`src/design/tbar_pkg.sv`:
```
// ----------------------------------------------------------------------------
// tbar_pkg
// shared constants and types of the tick bar aggregator
// ----------------------------------------------------------------------------
package tbar_pkg;

    localparam int FIELD_WIDTH = 32;
    localparam int TICKS_WIDTH = 16;
    localparam logic [TICKS_WIDTH-1:0] TICKS_RESET = 16'd100;

    typedef logic [FIELD_WIDTH-1:0] field_t;
    typedef logic [TICKS_WIDTH-1:0] ticks_t;

    typedef struct packed {
        logic advance;
        logic last;
    } step_ctrl_t;

endpackage

```
`src/design/tick_bar_ohlcv_aggregator_unit.sv`:
```
// ----------------------------------------------------------------------------
// tick_bar_ohlcv_aggregator_unit
// Folds a stream of market records into OHLCV tick bars. A bar closes after
// ticks_per_bar records (zero counts as one) or on a record marked end of
// series, and is then offered with its first and last series index; volume
// saturates at its all-ones value. The unit takes one record per clock cycle
// with no gaps while the bar side keeps up: records land in an input register,
// max, min and saturating add logic folds each into the running bar, and a
// closed bar sits in the result register, so bar_valid rises once its last
// record has gone through the input register and the fold. While a bar waits
// in the result register under stall, the fold is frozen, so the input stalls
// as soon as a record sits in the input register behind it.
// ticks_per_bar may only be written while no record is in flight.
// ----------------------------------------------------------------------------
module tick_bar_ohlcv_aggregator_unit #(
    parameter int PRICE_WIDTH      = 32,
    parameter int VOLUME_SUM_WIDTH = 48,
    parameter int INDEX_WIDTH      = 32
) (
    input  logic                        clk,
    input  logic                        rst_n,
    input  logic                        cfg_write_en,
    input  tbar_pkg::ticks_t            cfg_write_data,
    input  logic                        rec_valid,
    output logic                        rec_stall,
    input  tbar_pkg::field_t            open_price,
    input  tbar_pkg::field_t            high_price,
    input  tbar_pkg::field_t            low_price,
    input  tbar_pkg::field_t            close_price,
    input  tbar_pkg::field_t            trade_volume,
    input  logic                        end_of_series,
    output logic                        bar_valid,
    input  logic                        bar_stall,
    output logic [PRICE_WIDTH-1:0]      agg_open,
    output logic [PRICE_WIDTH-1:0]      agg_high,
    output logic [PRICE_WIDTH-1:0]      agg_low,
    output logic [PRICE_WIDTH-1:0]      agg_close,
    output logic [VOLUME_SUM_WIDTH-1:0] agg_volume,
    output logic [INDEX_WIDTH-1:0]      first_index,
    output logic [INDEX_WIDTH-1:0]      last_index
);
    import tbar_pkg::*;

    ticks_t                      ticks_per_bar_reg;

    logic                        in_vld_reg, in_vld_next;
    logic [PRICE_WIDTH-1:0]      in_open_reg, in_high_reg, in_low_reg, in_close_reg;
    field_t                      in_volume_reg;
    logic                        in_last_reg;

    logic                        out_vld_reg, out_vld_next;
    logic [PRICE_WIDTH-1:0]      out_open_reg, out_high_reg, out_low_reg, out_close_reg;
    logic [VOLUME_SUM_WIDTH-1:0] out_volume_reg;
    logic [INDEX_WIDTH-1:0]      out_first_reg, out_last_reg;

    logic                        blocked;
    logic                        rec_take;
    logic                        emit;
    step_ctrl_t                  ctrl;

    logic [PRICE_WIDTH-1:0]      f_open, f_high, f_low, f_close;
    logic [VOLUME_SUM_WIDTH-1:0] f_volume;
    logic [INDEX_WIDTH-1:0]      f_first, f_last;

    always_comb
    begin
        blocked      = out_vld_reg && bar_stall;
        ctrl.advance = in_vld_reg && !blocked;
        ctrl.last    = in_last_reg;
        rec_stall    = in_vld_reg && blocked;
        rec_take     = rec_valid && !rec_stall;
        in_vld_next  = rec_take || (in_vld_reg && blocked);
        out_vld_next = blocked || (ctrl.advance && emit);
    end

    tbar_accum #(
        .PRICE_WIDTH      (PRICE_WIDTH),
        .VOLUME_SUM_WIDTH (VOLUME_SUM_WIDTH),
        .INDEX_WIDTH      (INDEX_WIDTH)
    ) u_accum (
        .clk           (clk),
        .rst_n         (rst_n),
        .ctrl          (ctrl),
        .ticks_per_bar (ticks_per_bar_reg),
        .open_price    (in_open_reg),
        .high_price    (in_high_reg),
        .low_price     (in_low_reg),
        .close_price   (in_close_reg),
        .trade_volume  (in_volume_reg),
        .emit          (emit),
        .agg_open      (f_open),
        .agg_high      (f_high),
        .agg_low       (f_low),
        .agg_close     (f_close),
        .agg_volume    (f_volume),
        .first_index   (f_first),
        .last_index    (f_last)
    );

    always_ff @(posedge clk or negedge rst_n)
    begin
        if (!rst_n)
        begin
            ticks_per_bar_reg <= TICKS_RESET;
            in_vld_reg        <= 1'b0;
            out_vld_reg       <= 1'b0;
        end
        else
        begin
            if (cfg_write_en)
            begin
                ticks_per_bar_reg <= cfg_write_data;
            end
            in_vld_reg  <= in_vld_next;
            out_vld_reg <= out_vld_next;
        end
    end

    // record payload
    always_ff @(posedge clk)
    begin
        if (rec_take)
        begin
            in_open_reg   <= PRICE_WIDTH'(open_price);
            in_high_reg   <= PRICE_WIDTH'(high_price);
            in_low_reg    <= PRICE_WIDTH'(low_price);
            in_close_reg  <= PRICE_WIDTH'(close_price);
            in_volume_reg <= trade_volume;
            in_last_reg   <= end_of_series;
        end
    end

    // bar payload
    always_ff @(posedge clk)
    begin
        if (ctrl.advance && emit)
        begin
            out_open_reg   <= f_open;
            out_high_reg   <= f_high;
            out_low_reg    <= f_low;
            out_close_reg  <= f_close;
            out_volume_reg <= f_volume;
            out_first_reg  <= f_first;
            out_last_reg   <= f_last;
        end
    end

    assign bar_valid   = out_vld_reg;
    assign agg_open    = out_open_reg;
    assign agg_high    = out_high_reg;
    assign agg_low     = out_low_reg;
    assign agg_close   = out_close_reg;
    assign agg_volume  = out_volume_reg;
    assign first_index = out_first_reg;
    assign last_index  = out_last_reg;

endmodule

```
`src/design/tbar_accum.sv`:
```
// ----------------------------------------------------------------------------
// tbar_accum
// running bar state and the combinational fold of one record into it
// ----------------------------------------------------------------------------
module tbar_accum #(
    parameter int PRICE_WIDTH      = 32,
    parameter int VOLUME_SUM_WIDTH = 48,
    parameter int INDEX_WIDTH      = 32
) (
    input  logic                        clk,
    input  logic                        rst_n,
    input  tbar_pkg::step_ctrl_t        ctrl,
    input  tbar_pkg::ticks_t            ticks_per_bar,
    input  logic [PRICE_WIDTH-1:0]      open_price,
    input  logic [PRICE_WIDTH-1:0]      high_price,
    input  logic [PRICE_WIDTH-1:0]      low_price,
    input  logic [PRICE_WIDTH-1:0]      close_price,
    input  tbar_pkg::field_t            trade_volume,
    output logic                        emit,
    output logic [PRICE_WIDTH-1:0]      agg_open,
    output logic [PRICE_WIDTH-1:0]      agg_high,
    output logic [PRICE_WIDTH-1:0]      agg_low,
    output logic [PRICE_WIDTH-1:0]      agg_close,
    output logic [VOLUME_SUM_WIDTH-1:0] agg_volume,
    output logic [INDEX_WIDTH-1:0]      first_index,
    output logic [INDEX_WIDTH-1:0]      last_index
);
    import tbar_pkg::*;

    localparam int VACC_WIDTH =
        ((VOLUME_SUM_WIDTH > FIELD_WIDTH) ? VOLUME_SUM_WIDTH : FIELD_WIDTH) + 1;

    ticks_t                        ticks_reg, ticks_next;
    logic [PRICE_WIDTH-1:0]        open_reg, open_next;
    logic [PRICE_WIDTH-1:0]        high_reg, high_next;
    logic [PRICE_WIDTH-1:0]        low_reg, low_next;
    logic [VOLUME_SUM_WIDTH-1:0]   volume_reg, volume_next;
    logic [INDEX_WIDTH-1:0]        start_reg, start_next;
    logic [INDEX_WIDTH-1:0]        index_reg, index_next;

    logic                          first;
    ticks_t                        threshold;
    ticks_t                        ticks_inc;
    logic [PRICE_WIDTH-1:0]        open_fold, high_fold, low_fold;
    logic [INDEX_WIDTH-1:0]        start_fold;
    logic [VOLUME_SUM_WIDTH-1:0]   volume_base, volume_sat;
    logic [VACC_WIDTH-1:0]         volume_sum;

    always_comb
    begin
        first       = (ticks_reg == '0);
        threshold   = (ticks_per_bar == '0) ? TICKS_WIDTH'(1) : ticks_per_bar;
        ticks_inc   = ticks_reg + TICKS_WIDTH'(1);
        open_fold   = first ? open_price : open_reg;
        high_fold   = (first || (high_price > high_reg)) ? high_price : high_reg;
        low_fold    = (first || (low_price < low_reg)) ? low_price : low_reg;
        start_fold  = first ? index_reg : start_reg;
        volume_base = first ? '0 : volume_reg;
        volume_sum  = VACC_WIDTH'(volume_base) + VACC_WIDTH'(trade_volume);
        // saturate at the all-ones sum
        if (volume_sum > VACC_WIDTH'({VOLUME_SUM_WIDTH{1'b1}}))
        begin
            volume_sat = '1;
        end
        else
        begin
            volume_sat = VOLUME_SUM_WIDTH'(volume_sum);
        end
        emit = (ticks_inc >= threshold) || ctrl.last;
    end

    always_comb
    begin
        ticks_next  = ticks_reg;
        open_next   = open_reg;
        high_next   = high_reg;
        low_next    = low_reg;
        volume_next = volume_reg;
        start_next  = start_reg;
        index_next  = index_reg;
        if (ctrl.advance)
        begin
            ticks_next  = emit ? '0 : ticks_inc;
            open_next   = open_fold;
            high_next   = high_fold;
            low_next    = low_fold;
            volume_next = emit ? '0 : volume_sat;
            start_next  = start_fold;
            index_next  = (emit && ctrl.last) ? '0 : index_reg + INDEX_WIDTH'(1);
        end
    end

    always_ff @(posedge clk or negedge rst_n)
    begin
        if (!rst_n)
        begin
            ticks_reg  <= '0;
            open_reg   <= '0;
            high_reg   <= '0;
            low_reg    <= '1;
            volume_reg <= '0;
            start_reg  <= '0;
            index_reg  <= '0;
        end
        else
        begin
            ticks_reg  <= ticks_next;
            open_reg   <= open_next;
            high_reg   <= high_next;
            low_reg    <= low_next;
            volume_reg <= volume_next;
            start_reg  <= start_next;
            index_reg  <= index_next;
        end
    end

    assign agg_open    = open_fold;
    assign agg_high    = high_fold;
    assign agg_low     = low_fold;
    assign agg_close   = close_price;
    assign agg_volume  = volume_sat;
    assign first_index = start_fold;
    assign last_index  = index_reg;

endmodule

```
`config.mk`:
```
export PLATFORM = sky130hd
export DESIGN_NAME = tick_bar_ohlcv_aggregator_unit
export DESIGN_NICKNAME = d
export VERILOG_FILES = /design/src/design/tbar_pkg.sv /design/src/design/tick_bar_ohlcv_aggregator_unit.sv /design/src/design/tbar_accum.sv
export SDC_FILE = /design/constraint.sdc
export NUM_CORES = 1
export LEC_CHECK = 0
export ABC_AREA = 1
export BUFFER_PORTS_ARGS = -buffer_cell sky130_fd_sc_hd__buf_2
export CAP_MARGIN = 25
export CORE_MARGIN = 3
export CORE_UTILIZATION = 45
export DETAILED_ROUTE_END_ITERATION = 7
export GPL_TIMING_DRIVEN = 0
export PLACE_DENSITY = 0.74
export SETUP_SLACK_MARGIN = 0.5
export SLEW_MARGIN = 20
export SYNTH_ARGS = -nofsm -noshare
export SYNTH_HDL_FRONTEND = slang
export SYNTH_HIERARCHICAL = 1
export SYNTH_SLANG_ARGS = --single-unit
```
`constraint.sdc`:
```
create_clock -name clk -period 14.84 [get_ports clk]
set_clock_uncertainty 0.15 [all_clocks]
set_input_delay 0.742 -clock clk [delete_from_list [all_inputs] [get_ports clk]]
set_output_delay 0.742 -clock clk [all_outputs]
set_load 0.02 [all_outputs]
```
==> flow_summary.toml, run 1 <==
[power_and_ir_drop]
leakagePower_nw = 16.6
p_switching_w = 0.00240
power-per-cell-area_mw_per_mm2 = 182
power_frac_comb = 0.345
peakVddDrop_mv = 0.118
switching_share = 0.367
pwr-share-clk = 0.271
power_frac_seq = 0.384
intPower_w = 0.00414

[route]
dr.pass1.iters = 6
vias = 23000
antenna_left = 0
remaining_drc_errors = 0
post_drt_wl_per_cell_um = 17.6
drt_iter0_drc = 1854
via_per_inst = 5.08
wirelength_um = 79500

[timing]
finalSetupViolCount = 0
rsz0062_at_grt = "false"
worst_slack_ns = 9.63
period_share = 0.351
min_period_ns = 5.21
hold_viol = 0
max_freq_mhz = 192
worst_pin_slew_ns = 0.944
final_max_slew_viol_count = 0
slew_headroom = 0.371

[clock_network]
numClockSinks = 643
postCtsSetupBuffers = 0
cts_buffer_depth = 3
clk-insertion-delay-late_ns = 0.61
clkTransAtPathRegs_ns = 0.06
cts-root-buf = "clkbuf_16"
cts_htree_levels = 3
cts_tree = "done"
cts_made_buffers = 71

[worst_setup_path]
worstPathRequired_ns = 14.99
cp.arrival_ns = 5.37
rrSetupSlack_ns = 9.63
cp-start-kind = "register"
startpoint = "u_accum/ticks_reg[0]"
end_kind = "register"
rr_startpoint = "u_accum/ticks_reg[0]"
path_max_fanout = 26
critPathKind = "register to register"

[final_layout]
area_growth_pct = 19.9
drive_gt1_frac = 0.194
nNetsFinal = 3886
final_area_mm2 = 0.0360

[logic_synthesis]
synthArstFlopShare = 0.376
synth_top_area_share = 0.401
synth_mux_area_frac = 0
yosys.area_share.adder = 0.0482
syn-cell-area_mm2 = 0.0300
yosys_warnings = 6
syn_area_per_cell_um2 = 9.76
synth_top_cell_by_area = "edfxtp_1"
ys.flop_type = "edfxtp_1"
synth-compound-area-share = 0.0560
synth-edff-count = 401
yosysSeqAreaShare = 0.604
synth_xor_area_frac = 0.0140
synthTopCellsByArea = "edfxtp_1 40%, dfrtp_1 17%, nand2_1 10%, inv_1 5.3%, ha_1 4.8%"
synth-simple-area-share = 0.202
synth_top_family_by_area = "simple AND/OR/NAND/NOR gates"
syn_inst = 3078
ys_types = 44
synth-seq-cells = 643
syn-num-nets = 3375

[place]
placed_area_mm2 = 0.0336
dp_hpwl_um = 58200
preCtsSetupSlack_ns = 9.68
port_buffers = 423
place_congestion = 0.932

[die]
core_mm2 = 0.0660
dieWidth_um = 264
die_area_mm2 = 0.0699
rows = 94
die_h_um = 264
initial_utilization = 0.455
design.portCount = 424

[grt]
grt_pass1_vias = 22400
grt_start_max_net_pins = 99
antenna_found_initial = 13
grt_use_total = 0.225
gr-total-overflow = 0
grt_first_pass_wirelength_um = 123000

[run]
maxCapViolations = 0

[worst_hold_path]
worstHoldPathType = "input port to register"
min_from = "open_price[2]"

[status]
outcome = "completed"
metrics by stage:
stage	hold WS, ns	utilization	total power, W	instances	TNS [ns]
detailed placement	0.308	0.509	0.00476	4379	0
global route	0.116	0.545	0.00694	4520	0
CTS	0.101	0.545	0.00657	4512	0
finish	0.147	0.546	0.00653	4523	0
global placement	0.305	0.504	0.00472	4365	-1116.85
floorplan	0.296	-	0.00407	3078	0
placed cells by master (no fill, tap or decap), types with 57 or more instances in the layout:
cell type	n
nand3_1	213
clkbuf_1	57
ha_1	114
a21oi_1	87
clkbuf_16	73
dfrtp_1	207
inv_1	421
buf_2	450
nand2_1	839
and2_1	64
edfxtp_1	401
o21ai_0	158
nor2_1	148
cells by family after synthesis:
logic type,Yosys count
simple gates,1403
xor+xnor,48
compound gates,320
buf+inv,549
fa+ha+maj,115
flops,643
cell usage after synthesis (26+ instances only):
| master | number |
|---|---|
| inv_1 | 422 |
| o21ai_0 | 158 |
| nand2_2 | 26 |
| nor2_1 | 149 |
| ha_1 | 114 |
| dfstp_2 | 35 |
| nand2_1 | 839 |
| edfxtp_1 | 401 |
| buf_4 | 33 |
| clkbuf_1 | 44 |
| dfrtp_1 | 207 |
| and2_1 | 64 |
| nand3_1 | 213 |
| xor2_1 | 28 |
| a21oi_1 | 87 |
| buf_2 | 28 |
| o21ai_1 | 40 |
| nor3_1 | 34 |
| nand4_1 | 31 |
what timing repair did:
action / in CTS / in global routing
hold endpoints to repair: 28 / 0
hold buffers: 1 / 0
gates resized for setup: 0 / 0
final timing paths:
check                                             end  cells past startpoint
max in group asynchronous        u_accum/open_reg[19]                      4
worst max-delay path                    agg_close[24]                     21
min in group asynchronous       u_accum/start_reg[10]                      2
worst min register to register     u_accum/low_reg[4]                      2
worst min-delay path                   in_open_reg[2]                      1
worst max register to register          agg_close[24]                     21
power by group through the flow:
| stage | sequential [W] | clock (W) | combinational (W) |
|---|---|---|---|
| 3_5_place_dp | 0.00254 | 0 | 0.00222 |
| 3_3_place_gp | 0.00257 | 0 | 0.00216 |
| 2_1_floorplan | 0.00267 | 0 | 0.00141 |
| 5_1_grt | 0.00254 | 0.00189 | 0.00252 |
| 4_1_cts | 0.00251 | 0.00182 | 0.00224 |
| 6_report | 0.00251 | 0.00177 | 0.00225 |
layout make-up:
type | instances | area [um^2]
clock buffers | 92 | 1960
flip-flops and latches | 643 | 18100
multi-input cells | 1886 | 9620
repair buffers | 438 | 2480
clock inverters | 40 | 407
fillers | 5722 | 30000
plain buffers | 126 | 692
diodes | 11 | 27.5
well taps | 864 | 1080
inverters | 423 | 1600
critical path, cell delays in order (launching register included):
cell and delay (ns):
dfrtp_1 0.46, ha_1 0.22, nand2_1 0.06, nor2_1 0.17
nand3_1 0.14, nor3_1 0.28, nand3_1 0.22, nor3_1 0.23
xor2_1 0.27, ha_1 0.18, nand2_1 0.04, inv_1 0.06
nand3_1 0.10, nor3_1 0.22, nand2_1 0.08, nand4_1 0.30
inv_1 0.17, nor2_4 0.65, buf_12 0.28, buf_12 0.21
buf_16 0.19, buf_16 0.18
per-layer routing:
| metal | GRT usage | part of all wire |
|---|---|---|
| met5 | 0 | 0.00044 |
| met4 | 0.0998 | 0.042 |
| met3 | 0.0411 | 0.065 |
| met2 | 0.369 | 0.47 |
| met1 | 0.293 | 0.42 |
Note: power is estimated with default switching activity, not from simulation.
==> run 2, diff against run 1 <==
==> constraint.sdc (replaced) <==
create_clock -name clk -period 5.4 [get_ports clk]
set_clock_uncertainty 0.15 [all_clocks]
set_input_delay 0.27 -clock clk [delete_from_list [all_inputs] [get_ports clk]]
set_output_delay 0.27 -clock clk [all_outputs]
set_load 0.02 [all_outputs]
==> flow_summary.toml, run 2 (synthesis gave the netlist of run 1 again) <==
[status]
outcome = "completed"

[die]
design.portCount = 424
dieWidth_um = 264
die_h_um = 264
die_area_mm2 = 0.0699
initial_utilization = 0.455
core_mm2 = 0.0660
rows = 94

[grt]
gr-total-overflow = 0
grt_pass1_vias = 24300
grt_first_pass_wirelength_um = 134000
grt_start_max_net_pins = 101
antenna_found_initial = 3
grt_use_total = 0.242

[clock_network]
clk-insertion-delay-late_ns = 0.61
cts_tree = "done"
clkTransAtPathRegs_ns = 0.06
cts_buffer_depth = 3
cts-root-buf = "clkbuf_16"
cts_made_buffers = 70
numClockSinks = 643
cts_htree_levels = 3

[timing]
period_share = 0.851
hold_ws_ns = 0.0942
slew_headroom = 0.338
hold_viol = 0
final_max_slew_viol_count = 0
rsz0062_at_grt = "false"
min_period_ns = 4.59
worst_slack_ns = 0.807
worst_pin_slew_ns = 0.993
finalSetupViolCount = 0
max_freq_mhz = 218

[worst_setup_path]
path_max_fanout = 10
worstPathRequired_ns = 5.70
cp-start-kind = "register"
critPathKind = "register to register"
end_kind = "register"
cp.arrival_ns = 4.89

[power_and_ir_drop]
peakVddDrop_mv = 0.299
total_power_w = 0.0181
leakagePower_nw = 17.5
power-per-cell-area_mw_per_mm2 = 476

[route]
vias = 24200
via_per_inst = 5.11
antenna_left = 0
dr.pass1.iters = 6
post_drt_wl_per_cell_um = 18.0
drt_iter0_drc = 1882
remaining_drc_errors = 0
wirelength_um = 85100

[final_layout]
final_cells = 4728
fill_cells = 5441
area_growth_pct = 27.0
drive_gt1_frac = 0.183
final_cell_mix = "839 x nand2_1, 449 x buf_2, 420 x inv_1"
final_area_mm2 = 0.0382
final_common_cell = "nand2_1"
nNetsFinal = 4101

[place]
port_buffers = 423
place_congestion = 0.921
dp_hpwl_um = 57800
preCtsSetupSlack_ns = 0.298
place_inst = 4379
placed_area_mm2 = 0.0336

[run]
maxCapViolations = 0

[worst_hold_path]
worstHoldPathType = "input port to async pin"
-- run 2: cell count changes in the layout (fill, tap and decap cells not counted), moves of 4 or more --
cell	before	now
dlygate4sd3_1	1	213
clkinv_1	5	14
diode_2	11	3
clkbuf_1	57	63
clkinv_2	13	7
clkbuf_8	6	2
clkinvlp_4	7	3
-- run 2: worst max-delay path: stages (launching register included) --
cell	delay, ns
dfrtp_2	0.45
inv_1	0.07
ha_1	0.17
nand3_1	0.15
nor4_4	0.29
clkbuf_4	0.32
buf_4	0.25
buf_2	0.27
nor2_1	0.08
ha_1	0.20
inv_1	0.07
fa_1	0.20
inv_1	0.07
nand3_1	0.06
nand3_1	0.18
a21oi_2	0.27
o21ai_1	0.19
nand2_1	0.12
nand2_2	0.12
nand3_2	0.11
buf_2	0.24
nand2_1	0.18
nand2_1	0.10
o21ai_0	0.11
-- run 2: area by class of cell --
| class | instances | area, um^2 | share of cell area |
|---|---|---|---|
| clock buffers | 92 | 1880 | 0.0492 |
| flip-flops and latches | 643 | 18100 | 0.476 |
| diodes | 3 | 7.51 | 0.000197 |
| clock inverters | 37 | 389 | 0.0102 |
| well taps | 864 | 1080 | 0.0283 |
| repair buffers | 654 | 4690 | 0.123 |
| plain buffers | 126 | 698 | 0.0183 |
| inverters | 423 | 1600 | 0.0418 |
| multi-input cells | 1886 | 9670 | 0.254 |
-- run 2: metrics by stage --
stage          utilization  setup TNS (ns)
2_1_floorplan            -         -240.15
3_3_place_gp         0.504        -1148.27
3_5_place_dp         0.510               0
4_1_cts              0.577               0
5_1_grt              0.578               0
6_report             0.578               0
-- run 2: where the power goes --
group / total (W) / switching (W) / leakage [nW] / internal [W]
Combinational: 0.00648 / 0.00433 / 9.45 / 0.00214
Sequential: 0.00690 / 0.000383 / 6.92 / 0.00652
Clock: 0.00476 / 0.00200 / 1.09 / 0.00276
-- run 2: per-layer routing --
layer  share of wire  track usage  vias to the layer above
met5               0            0                        -
met1            0.41        0.308                    11500
li1                -            -                    11500
met4           0.046        0.110                        0
met3           0.062       0.0411                      197
met2            0.49        0.408                      942
-- run 2: path summary, 6_finish.rpt --
check | startpoint | slack (ns) | cells after the start | endpoint
max | u_accum/ticks_reg[0] | 0.81 | 23 | u_accum/volume_reg[28]
min | rst_n | 0.09 | 2 | u_accum/start_reg[6]
max reg2reg | u_accum/ticks_reg[0] | 0.81 | 23 | u_accum/volume_reg[28]
min reg2reg | u_accum/low_reg[26] | 0.32 | 2 | u_accum/low_reg[26]
max in group asynchronous | rst_n | 4.08 | 3 | u_accum/ticks_reg[0]
min in group clk | open_price[1] | 0.21 | 2 | in_open_reg[1]
-- run 2: timing repair --
item                                    in CTS  in global routing
gates cloned                                 0                  2
hold endpoints to repair                   245                  0
setup buffers                                1                  1
pin swaps                                    1                  1
gates resized for setup                      3                  8
endpoints found under the setup margin     116                138
hold buffers                               213                  0
==> run 3, diff against run 2 <==
--- a/config.mk
+++ b/config.mk
@@ -10,11 +10,11 @@
 export CAP_MARGIN = 25
 export CORE_MARGIN = 3
 export CORE_UTILIZATION = 45
+export CTS_BUF_LIST = sky130_fd_sc_hd__clkbuf_8 sky130_fd_sc_hd__clkbuf_16
 export DETAILED_ROUTE_END_ITERATION = 7
 export GPL_TIMING_DRIVEN = 0
-export PLACE_DENSITY = 0.74
+export PLACE_DENSITY = 0.77
 export SETUP_SLACK_MARGIN = 0.5
-export SLEW_MARGIN = 20
 export SYNTH_ARGS = -nofsm -noshare
 export SYNTH_HDL_FRONTEND = slang
 export SYNTH_HIERARCHICAL = 1
==> constraint.sdc (replaced) <==
create_clock -name clk -period 4.1 [get_ports clk]
set_clock_uncertainty 0.15 [all_clocks]
set_input_delay 0.205 -clock clk [delete_from_list [all_inputs] [get_ports clk]]
set_output_delay 0.205 -clock clk [all_outputs]
set_load 0.02 [all_outputs]
==> flow_summary.toml, run 3 (synthesis gave the netlist of run 1 again) <==
[status]
outcome = "finished, violations left"
failed_checks = "DRC"

[route]
antenna_left = 0
drt_iter0_drc = 2519
vias = 26200
post_drt_wl_per_cell_um = 19.9
remaining_drc_errors = 20
dr.pass1.iters = 8
via_per_inst = 5.39
wirelength_um = 96900

[timing]
worst_pin_slew_ns = 0.979
slew_headroom = 0.348
finalSetupViolCount = 0
worst_slack_ns = 0.0359
final_max_slew_viol_count = 0
max_freq_mhz = 246
min_period_ns = 4.06
fin_setup_tns_ns = 0
hold_ws_ns = 0.0808
hold_viol = 0
rsz0062_at_grt = "true"
period_share = 0.991

[die]
initial_utilization = 0.455
rows = 94
core_mm2 = 0.0660
die_h_um = 264
dieWidth_um = 264
design.portCount = 424
die_area_mm2 = 0.0699

[final_layout]
fill_cells = 4979
final_cell_mix = "774 x nand2_1, 443 x buf_2, 428 x inv_1"
final_common_cell = "nand2_1"
area_growth_pct = 35.7
drive_gt1_frac = 0.255
final_area_mm2 = 0.0408
nNetsFinal = 4234

[grt]
grt_use_total = 0.262
gr-total-overflow = 0
grt_pass1_vias = 26000
grt_start_max_net_pins = 102
grt_first_pass_wirelength_um = 144000
antenna_found_initial = 5

[power_and_ir_drop]
leakagePower_nw = 18.7
power_frac_seq = 0.349
pwr-share-clk = 0.244
power_frac_comb = 0.407
peakVddDrop_mv = 0.420
intPower_w = 0.0162
total_power_w = 0.0262
power-per-cell-area_mw_per_mm2 = 642
switching_share = 0.380
p_switching_w = 0.00995

[worst_setup_path]
slowest_stage = "dfrtp_2"
reg2reg_depth = 22
cp_num_buf_inv = 9
cp-start-kind = "register"
path_max_fanout = 8
crit_path_frequent_cell = "nand3_1"
cp_cell_sequence = "buf_6, buf_4, inv_4, ha_4, nand3_4, nor4_4, buf_6, buf_12, buf_12, buf_16, nor2_1, ha_1, nand2_2, inv_2, buf_4, nand3_1, nor4_1, nand2_1, nand2_1, nand3b_1, nand3_1, nand3_1"
end_kind = "register"
crit_path_max_incr_delay_ns = 0.44
cp.arrival_ns = 4.27
r2r-end = "agg_volume[44]"
worstPathRequired_ns = 4.30
rr_startpoint = "u_accum/ticks_reg[0]"
critPathKind = "register to register"
rrSetupSlack_ns = 0.04
path_delay_family = "simple AND/OR/NAND/NOR gates"

[clock_network]
clk-insertion-delay-late_ns = 0.62
clkTransAtPathRegs_ns = 0.06
cts_tree = "done"
cts_made_buffers = 69
numClockSinks = 643
cts-root-buf = "clkbuf_16"
cts_htree_levels = 3
cts_buffer_depth = 3

[worst_hold_path]
worstHoldPathType = "input port to async pin"

[place]
placed_area_mm2 = 0.0336
port_buffers = 423
dp_hpwl_um = 58900
preCtsSetupSlack_ns = -0.839
place_congestion = 0.904

[run]
maxCapViolations = 0
## run 3: repair_timing
item                                   CTS  global route
hold buffers                           214             0
pin swaps                               46            57
setup buffers                           72            43
endpoints found under the hold margin  396             0
resized for setup                      182           141
setup endpoints to repair              352           353
cloned                                  13             9
## run 3: power groups by stage
| stage | logic [W] | registers [W] | clock network (W) |
|---|---|---|---|
| after floorplan | 0.00510 | 0.00959 | 0 |
| after global placement | 0.00779 | 0.00920 | 0 |
| after detailed placement | 0.00807 | 0.00918 | 0 |
| after CTS | 0.00936 | 0.00908 | 0.00644 |
| after global routing | 0.0115 | 0.00923 | 0.00677 |
| final | 0.0106 | 0.00914 | 0.00640 |
## run 3: how the worst max path moves through the flow
| stage | from | end | slack (ns) | cells past startpoint |
|---|---|---|---|---|
| global placement | u_accum/ticks_reg[0] | agg_close[11] | -4.74 | 19 |
| CTS | u_accum/ticks_reg[0] | agg_close[25] | 0.16 | 24 |
| global route | u_accum/ticks_reg[0] | agg_volume[43] | -0.19 | 23 |
| finish | u_accum/ticks_reg[0] | agg_volume[44] | 0.04 | 22 |
| detailed placement | u_accum/ticks_reg[0] | u_accum/volume_reg[24] | -0.84 | 22 |
| floorplan | u_accum/ticks_reg[0] | agg_close[0] | -2.30 | 16 |
## run 3: layout make-up
| type | instances | area, um^2 | area share |
|---|---|---|---|
| Multi-Input combinational cell | 1886 | 10600 | 0.260 |
| Clock buffer | 77 | 1860 | 0.0456 |
| Antenna cell | 6 | 15.0 | 0.000368 |
| Clock inverter | 50 | 452 | 0.0111 |
| Buffer | 126 | 823 | 0.0202 |
| Tap cell | 864 | 1080 | 0.0265 |
| Inverter | 423 | 1600 | 0.0392 |
| Timing Repair Buffer | 788 | 6180 | 0.152 |
| Sequential cell | 643 | 18100 | 0.445 |
## run 3: through the flow
| stage | std cells | util |
|---|---|---|
| floorplan | 3078 | - |
| global placement | 4365 | 0.504 |
| detailed placement | 4379 | 0.509 |
| CTS | 4805 | 0.601 |
| global route | 4862 | 0.618 |
| finish | 4863 | 0.618 |
## run 3: routing by layer
metal  part of all wire  global-route usage  vias to the layer above
li1                   -                   -                    11800
met1               0.38               0.322                    12500
met2               0.48               0.444                     1435
met3              0.081              0.0485                      448
met4              0.061               0.134                        0
met5                  0                   0                        -
